==> config.mk <==
export PLATFORM = sky130hd
export DESIGN_NAME = gnss_binary_log_framer_unit
export DESIGN_NICKNAME = d
export VERILOG_FILES = /design/src/rtl/gblf_pkg.sv /design/src/rtl/gnss_binary_log_framer_unit.sv /design/src/rtl/gblf_parser.sv /design/src/rtl/gblf_skid.sv
export SDC_FILE = /design/constraint.sdc
export NUM_CORES = 1
export LEC_CHECK = 0
export BUFFER_PORTS_ARGS = -buffer_cell sky130_fd_sc_hd__buf_2
export CAP_MARGIN = 30
export CORE_MARGIN = 10
export CORE_UTILIZATION = 50
export DETAILED_ROUTE_END_ITERATION = 7
export PLACE_DENSITY = 0.69
export SYNTH_ARGS = -nofsm -noshare
export SYNTH_HDL_FRONTEND = slang
export SYNTH_SLANG_ARGS = --single-unit
export TNS_END_PERCENT = 5
==> constraint.sdc <==
create_clock -name clock -period 15.4 [get_ports clock]
set_input_delay 3.08 -clock clock [delete_from_list [all_inputs] [get_ports clock]]
set_output_delay 3.08 -clock clock [all_outputs]
set_load 0.05 [all_outputs]
==> src/rtl/gblf_pkg.sv <==
// Shared types and constants for the GNSS binary log framer.
package gblf_pkg;

   localparam int MAX_HEADER  = 32;
   localparam int MAX_PAYLOAD = 512;

   // Counter covers header byte positions and payload indexes.
   localparam int HDR_CNT_W = $clog2(MAX_HEADER + 1);
   localparam int PAY_CNT_W = $clog2(MAX_PAYLOAD + 1);
   localparam int CNT_W     = (HDR_CNT_W > PAY_CNT_W) ? HDR_CNT_W : PAY_CNT_W;
   // Compare width: holds the counter, a 16-bit length and the sum of one.
   localparam int CMP_W     = (CNT_W > 16) ? CNT_W + 1 : 17;

   localparam logic [7:0] SYNC_A = 8'hAA;
   localparam logic [7:0] SYNC_B = 8'h44;
   localparam logic [7:0] SYNC_C = 8'h12;

   localparam logic [15:0] ID_POSITION = 16'd42;
   localparam logic [15:0] ID_VELOCITY = 16'd99;

   localparam int HDR_ID_LO  = 4;
   localparam int HDR_ID_HI  = 5;
   localparam int HDR_LEN_LO = 8;
   localparam int HDR_LEN_HI = 9;

   typedef enum logic [2:0] {
      CLS_SYNC    = 3'd0,
      CLS_HEADER  = 3'd1,
      CLS_PAYLOAD = 3'd2,
      CLS_CRC     = 3'd3,
      CLS_DROP    = 3'd4
   } byte_class_type;

   typedef struct packed {
      logic           pair_ready;
      logic [31:0]    crc_received;
      logic [15:0]    message_length;
      logic [15:0]    message_id;
      logic           frame_done;
      logic [8:0]     payload_index;
      byte_class_type byte_class;
   } result_type;

endpackage

==> src/rtl/gnss_binary_log_framer_unit.sv <==
// Top level of the GNSS binary log framer: byte stream in, classified bytes out.
//
//   channel   dir   beat carries
//   -------   ---   ---------------------------------------------------------
//   req_*     in    one received byte of the receiver's serial stream
//   rsp_*     out   byte class, payload index, header id/length, crc, flags
//
// One byte is taken per cycle while req_tready is high; each accepted byte
// yields exactly one result beat, registered in the result register (or the
// skid entry when the result side is stalled). The throughput of one beat per
// cycle is set by the parser result feeding the result register directly.
// Reset is synchronous and active high; it returns the parser to the hunt
// for the first sync byte and empties the result register and skid entry.
// When rsp_tready is low the skid entry absorbs one more beat; req_tready
// then drops until the result register drains.
module gnss_binary_log_framer_unit (
   input  logic        clock,
   input  logic        reset,
   input  logic        req_tvalid,
   output logic        req_tready,
   input  logic [7:0]  req_tdata,   // [7:0] rx_byte
   output logic        rsp_tvalid,
   input  logic        rsp_tready,
   // [2:0] byte_class, [11:3] payload_index, [27:12] message_id,
   // [43:28] message_length, [75:44] crc_received, [79:76] zero
   output logic [79:0] rsp_tdata,
   output logic        rsp_tlast,   // frame_done
   output logic        rsp_tuser    // [0] pair_ready
);

   gblf_pkg::result_type step_result;
   gblf_pkg::result_type rsp_result;
   logic                 req_take;

   // A beat is taken only when the skid entry has room.
   assign req_take = req_tvalid && req_tready;

   gblf_parser u_parser (
      .clock     (clock),
      .reset     (reset),
      .beat_take (req_take),
      .rx_byte   (req_tdata),
      .result    (step_result)
   );

   gblf_skid u_skid (
      .clock     (clock),
      .reset     (reset),
      .in_valid  (req_tvalid),
      .in_ready  (req_tready),
      .in_data   (step_result),
      .out_valid (rsp_tvalid),
      .out_ready (rsp_tready),
      .out_data  (rsp_result)
   );

   // Pack the result fields, highest field first.
   assign rsp_tdata = {4'd0,
                       rsp_result.crc_received,
                       rsp_result.message_length,
                       rsp_result.message_id,
                       rsp_result.payload_index,
                       rsp_result.byte_class};
   assign rsp_tlast = rsp_result.frame_done;
   assign rsp_tuser = rsp_result.pair_ready;

endmodule

==> src/rtl/gblf_parser.sv <==
// Frame parser: state update and per-byte result for one received byte.
module gblf_parser (
   input  logic                clock,
   input  logic                reset,
   input  logic                beat_take,
   input  logic [7:0]          rx_byte,
   output gblf_pkg::result_type result
);

   typedef enum logic [3:0] {
      PH_SYNC1   = 4'd0,
      PH_SYNC2   = 4'd1,
      PH_SYNC3   = 4'd2,
      PH_HLEN    = 4'd3,
      PH_HDATA   = 4'd4,
      PH_PAYLOAD = 4'd5,
      PH_CRC1    = 4'd6,
      PH_CRC2    = 4'd7,
      PH_CRC3    = 4'd8,
      PH_CRC4    = 4'd9
   } phase_type;

   localparam int CNT_W = gblf_pkg::CNT_W;
   localparam int CMP_W = gblf_pkg::CMP_W;

   phase_type         phase_ff, phase_in;
   logic [CNT_W-1:0]  count_ff, count_in;
   logic [7:0]        hsize_ff, hsize_in;
   logic [15:0]       id_ff, id_in;
   logic [15:0]       len_ff, len_in;
   logic [31:0]       crc_ff, crc_in;
   logic              seen_pos_ff, seen_pos_in;
   logic              seen_vel_ff, seen_vel_in;

   logic [CMP_W-1:0]  count_x;
   logic [CMP_W-1:0]  count_inc;
   logic [CMP_W-1:0]  hsize_x;
   logic [CMP_W-1:0]  len_x;
   logic              pos_hit;
   logic              vel_hit;

   assign count_x   = CMP_W'(count_ff);
   assign count_inc = count_x + CMP_W'(1);
   assign hsize_x   = CMP_W'(hsize_ff);
   assign pos_hit   = seen_pos_ff || (id_ff == gblf_pkg::ID_POSITION);
   assign vel_hit   = seen_vel_ff || (id_ff == gblf_pkg::ID_VELOCITY);

   always_comb begin
      phase_in    = phase_ff;
      count_in    = count_ff;
      hsize_in    = hsize_ff;
      id_in       = id_ff;
      len_in      = len_ff;
      crc_in      = crc_ff;
      seen_pos_in = seen_pos_ff;
      seen_vel_in = seen_vel_ff;
      len_x       = CMP_W'(len_ff);

      result.byte_class    = gblf_pkg::CLS_SYNC;
      result.payload_index = 9'd0;
      result.frame_done    = 1'b0;
      result.pair_ready    = 1'b0;

      case (phase_ff)
         PH_SYNC1: begin
            phase_in = (rx_byte == gblf_pkg::SYNC_A) ? PH_SYNC2 : PH_SYNC1;
         end
         PH_SYNC2: begin
            phase_in = (rx_byte == gblf_pkg::SYNC_B) ? PH_SYNC3 : PH_SYNC1;
         end
         PH_SYNC3: begin
            phase_in = (rx_byte == gblf_pkg::SYNC_C) ? PH_HLEN : PH_SYNC1;
         end
         PH_HLEN: begin
            result.byte_class = gblf_pkg::CLS_HEADER;
            hsize_in = rx_byte;
            id_in    = 16'd0;
            len_in   = 16'd0;
            count_in = CNT_W'(gblf_pkg::HDR_ID_LO);
            phase_in = PH_HDATA;
         end
         PH_HDATA: begin
            if (count_x >= CMP_W'(gblf_pkg::MAX_HEADER)) begin
               result.byte_class = gblf_pkg::CLS_DROP;
               phase_in = PH_SYNC1;
            end else begin
               result.byte_class = gblf_pkg::CLS_HEADER;
               if (count_x == CMP_W'(gblf_pkg::HDR_ID_LO)) begin
                  id_in = {id_ff[15:8], rx_byte};
               end else if (count_x == CMP_W'(gblf_pkg::HDR_ID_HI)) begin
                  id_in = {rx_byte, id_ff[7:0]};
               end else if (count_x == CMP_W'(gblf_pkg::HDR_LEN_LO)) begin
                  len_in = {len_ff[15:8], rx_byte};
               end else if (count_x == CMP_W'(gblf_pkg::HDR_LEN_HI)) begin
                  len_in = {rx_byte, len_ff[7:0]};
               end
               count_in = count_inc[CNT_W-1:0];
               if (count_inc >= hsize_x) begin
                  count_in = '0;
                  phase_in = (len_in == 16'd0) ? PH_CRC1 : PH_PAYLOAD;
               end
            end
         end
         PH_PAYLOAD: begin
            if (count_x >= CMP_W'(gblf_pkg::MAX_PAYLOAD)) begin
               result.byte_class = gblf_pkg::CLS_DROP;
               phase_in = PH_SYNC1;
            end else begin
               result.byte_class    = gblf_pkg::CLS_PAYLOAD;
               result.payload_index = count_x[8:0];
               count_in = count_inc[CNT_W-1:0];
               if (count_inc >= len_x) begin
                  phase_in = PH_CRC1;
               end
            end
         end
         PH_CRC1: begin
            result.byte_class = gblf_pkg::CLS_CRC;
            crc_in   = {24'd0, rx_byte};
            phase_in = PH_CRC2;
         end
         PH_CRC2: begin
            result.byte_class = gblf_pkg::CLS_CRC;
            crc_in   = {crc_ff[31:16], crc_ff[15:8] | rx_byte, crc_ff[7:0]};
            phase_in = PH_CRC3;
         end
         PH_CRC3: begin
            result.byte_class = gblf_pkg::CLS_CRC;
            crc_in   = {crc_ff[31:24], crc_ff[23:16] | rx_byte, crc_ff[15:0]};
            phase_in = PH_CRC4;
         end
         PH_CRC4: begin
            result.byte_class = gblf_pkg::CLS_CRC;
            result.frame_done = 1'b1;
            crc_in   = {crc_ff[31:24] | rx_byte, crc_ff[23:0]};
            phase_in = PH_SYNC1;
            // Clear both flags once a pair of logs has completed.
            if (pos_hit && vel_hit) begin
               seen_pos_in       = 1'b0;
               seen_vel_in       = 1'b0;
               result.pair_ready = 1'b1;
            end else begin
               seen_pos_in = pos_hit;
               seen_vel_in = vel_hit;
            end
         end
         default: begin
            phase_in = PH_SYNC1;
         end
      endcase

      result.message_id     = id_in;
      result.message_length = len_in;
      result.crc_received   = crc_in;
   end

   always_ff @(posedge clock) begin
      if (reset) begin
         phase_ff    <= PH_SYNC1;
         count_ff    <= '0;
         hsize_ff    <= 8'd0;
         id_ff       <= 16'd0;
         len_ff      <= 16'd0;
         crc_ff      <= 32'd0;
         seen_pos_ff <= 1'b0;
         seen_vel_ff <= 1'b0;
      end else if (beat_take) begin
         phase_ff    <= phase_in;
         count_ff    <= count_in;
         hsize_ff    <= hsize_in;
         id_ff       <= id_in;
         len_ff      <= len_in;
         crc_ff      <= crc_in;
         seen_pos_ff <= seen_pos_in;
         seen_vel_ff <= seen_vel_in;
      end
   end

endmodule

==> src/rtl/gblf_skid.sv <==
// Result register with a skid entry so the input side keeps a registered ready.
module gblf_skid (
   input  logic                 clock,
   input  logic                 reset,
   input  logic                 in_valid,
   output logic                 in_ready,
   input  gblf_pkg::result_type in_data,
   output logic                 out_valid,
   input  logic                 out_ready,
   output gblf_pkg::result_type out_data
);

   logic                 main_valid_ff;
   logic                 skid_valid_ff;
   gblf_pkg::result_type main_data_ff;
   gblf_pkg::result_type skid_data_ff;
   logic                 in_fire;
   logic                 main_free;

   assign in_ready  = !skid_valid_ff;
   assign in_fire   = in_valid && !skid_valid_ff;
   assign main_free = !main_valid_ff || out_ready;
   assign out_valid = main_valid_ff;
   assign out_data  = main_data_ff;

   always_ff @(posedge clock) begin
      if (reset) begin
         main_valid_ff <= 1'b0;
         skid_valid_ff <= 1'b0;
      end else if (main_free) begin
         // Refill the result register, oldest beat first.
         main_valid_ff <= skid_valid_ff || in_fire;
         skid_valid_ff <= 1'b0;
      end else if (in_fire) begin
         skid_valid_ff <= 1'b1;
      end
   end

   always_ff @(posedge clock) begin
      if (main_free) begin
         main_data_ff <= skid_valid_ff ? skid_data_ff : in_data;
      end
      if (!main_free && in_fire) begin
         skid_data_ff <= in_data;
      end
   end

endmodule

==> results.md <==
* Slew Limit Fails at 0
* Mean number of vias per cell at 5.78
* CP Launch Type: input port
* Total global-route track usage at 17.0%
* Post-synth EDFFs at 156
* Actual slew at the worst max-slew pin at 0.859 ns
* Crit path kind: input port to flip-flop
* Initial DRT Pass Iterations at 6
* FMAX at 199 MHz
* Max transition margin at 42.7%
* Worst Path Max Fanout at 71
* Most frequent cells in the layout: edfxtp_1, nand2_1, nor2_1
* DRT iter0 DRCs at 789
* Die Span Y at 168 µm
* Total CTS buffers at 25
* Post-route ant nets at 0
* TritonCTS clock tree: built
* Routed WL per cell at 18.8 µm
* Cts hold-fix bufs at 0
* Synth Cell Area at 11000 µm²
* Crit path time final at 5.02 ns
* Final WL at 25200 µm
* # setup viols final at 0
* Setup Skew at 0.00936 ns
* Top_reg_cell synth: edfxtp_1
* Die area at 28300 µm²
* Setup ws final at 10.38 ns
* I/O Pins at 96
* DP Area at 11600 µm²
* Remaining Overflow, GRT at 0
* Vias in the first global route at 7512
* Multi-input logic area at 4110 µm²
* Worst vdd ir at 0.0631 mV
* Power Total at 1.47 mW
* Nets at 1073
* Worst-path clk slew at 0.06 ns
* Ant diodes at 0
* Reg area at 6490 µm²
* Post-route cell area at 12300 µm²
* DP Cell Count at 1293
* Hold Path Class: flip-flop to flip-flop
* Gpl congestion at 0.895
* Post-synthesis cell type count at 69
* Die width at 168 µm
* Via count at 7727
* Buffers on Ports at 91
* Starting density of the core at 50.5%
* Leakage at 4.98 nW
* Most common cell after layout, fill and taps aside: edfxtp_1
* H-tree levels at 1
* Status: finished, final reports clean
* Cell Pwr Density at 119 nW/µm²
* Register area share after synthesis at 59.0%
* Setup_tns at 0 ns
* Fin cells at 1338
* Post-CTS Resized at 0
* RSZ-0062 raised after global routing: false
* Synth-to-layout area growth at 12.1%
* Initial antenna violation count at 0
* Clock Path Buffers at 3
* Worst setup EP type: flip-flop
* Setup WS pre-CTS at 9.84 ns
* Num rows at 54
* Clock insertion delay at the later pin of the skew report at 0.51 ns
* Setup repair bufs after CTS at 0
* Pin count of the biggest net entering global routing at 75
* DR DRC count at 0
* HPWL after DPL at 16200 µm
* Root buf cell: clkbuf_16
* First-pass GRT wire length at 40200 µm
* Cells after synthesis at 977
* Core footprint at 21800 µm²
* Worst reg2reg setup slack at 12.05 ns
* Max-Cap Viols at 0
* Synthesis warning total at 0
* CP required at 15.54 ns
* Share of layout cells above drive strength 1 at 21.7%
* Fillers at 1843
* Worst Path Arrival at 5.16 ns
* TritonCTS Sinks at 246
* Async SR Flop Fraction at 0%
* Number of synthesized register bits at 246
* Fin crit share at 32.6%
* Final hold vios at 0
* Avg Cell Area, Syn at 11.2 µm²
==> where the power goes <==
part	leakage [nW]	total [mW]	switching (mW)	internal [mW]
combinational	2.26	0.172	0.129	0.0431
clock	0.361	0.550	0.242	0.308
sequential	2.36	0.745	0.0121	0.733
total	4.98	1.47	0.383	1.08
==> cell usage after synthesis (21+ instances only) <==
cell type    n  area [µm²]
a21oi_1     50         250
a22o_1      32         280
clkbuf_1    42         158
dfxtp_1     90        1800
edfxtp_1   156        4680
ha_1        21         263
inv_1       29         109
mux2_2      61         687
nand2_1    104         390
nand3_1     22         110
nor2_1     103         387
nor3_1      41         205
o21ai_0     24         120
==> per-stage QoR <==
step / hold WS, ns / utilization (%)
after floorplan: 0.432 / -
after global placement: 0.439 / 53.2
after detailed placement: 0.446 / 53.2
after CTS: 0.454 / 56.6
after global routing: 0.470 / 56.6
final: 0.453 / 56.6
==> per-layer routing <==
layer	part of all wire, %	routed length, µm	global-route usage (%)	up-vias
li1	-	-	-	3694
met1	44	11000	23.0	3732
met2	47	11900	27.3	254
met3	6.5	1620	2.82	47
met4	2.4	599	5.79	0
met5	0	0	0	-
==> area by class of cell <==
| cell class | instances | area share, % |
|---|---|---|
| sequential | 246 | 52.6 |
| multi-input combinational | 635 | 33.3 |
| clock inverter | 13 | 0.558 |
| timing repair buffer | 99 | 4.18 |
| tap | 280 | 2.84 |
| inverter | 33 | 1.01 |
| clock buffer | 32 | 5.45 |
==> registers in the layout, summed over array words and instances (netlist names) <==
signal                cells
u_parser.id_ff           16
u_parser.crc_ff          32
u_skid.skid_valid_ff      1
u_skid.skid_data_ff      78
u_parser.len_ff          16
u_skid.out_data          78
u_parser.hsize_ff         8
u_parser.phase_ff         4
u_parser.seen_vel_ff      1
u_skid.out_valid          1
u_parser.count_ff        10
u_parser.seen_pos_ff      1
==> critical path, cell delays in order <==
cell	delay (ns)
buf_2	0.11
nand2_2	0.05
buf_4	0.38
nor2_4	0.75
buf_4	0.66
==> worst paths after layout <==
| kind | start | to | depth (start not counted) |
|---|---|---|---|
| setup reg to reg | u_skid.skid_valid_ff | u_skid.skid_data_ff[26] | 6 |
| setup / recovery | req_tvalid | u_skid.skid_data_ff[26] | 5 |
| hold / removal | u_parser.crc_ff[12] | u_parser.crc_ff[12] | 2 |
| hold reg to reg | u_parser.crc_ff[12] | u_parser.crc_ff[12] | 2 |
==> logic make-up after synthesis <==
kind of cell             Yosys count  share of synthesized area (%)
AND/OR/NAND/NOR                  351                           15.4
flip-flops                       246                           59.0
AO/OA/AOI/OAI                    184                           11.8
buffers and inverters             99                           4.00
multiplexers                      64                           6.52
adder cells (fa/ha/maj)           21                           2.39
XOR/XNOR                          11                          0.877
other                              1                         0.0341
No activity file was read; power rests on OpenSTA's default activity.
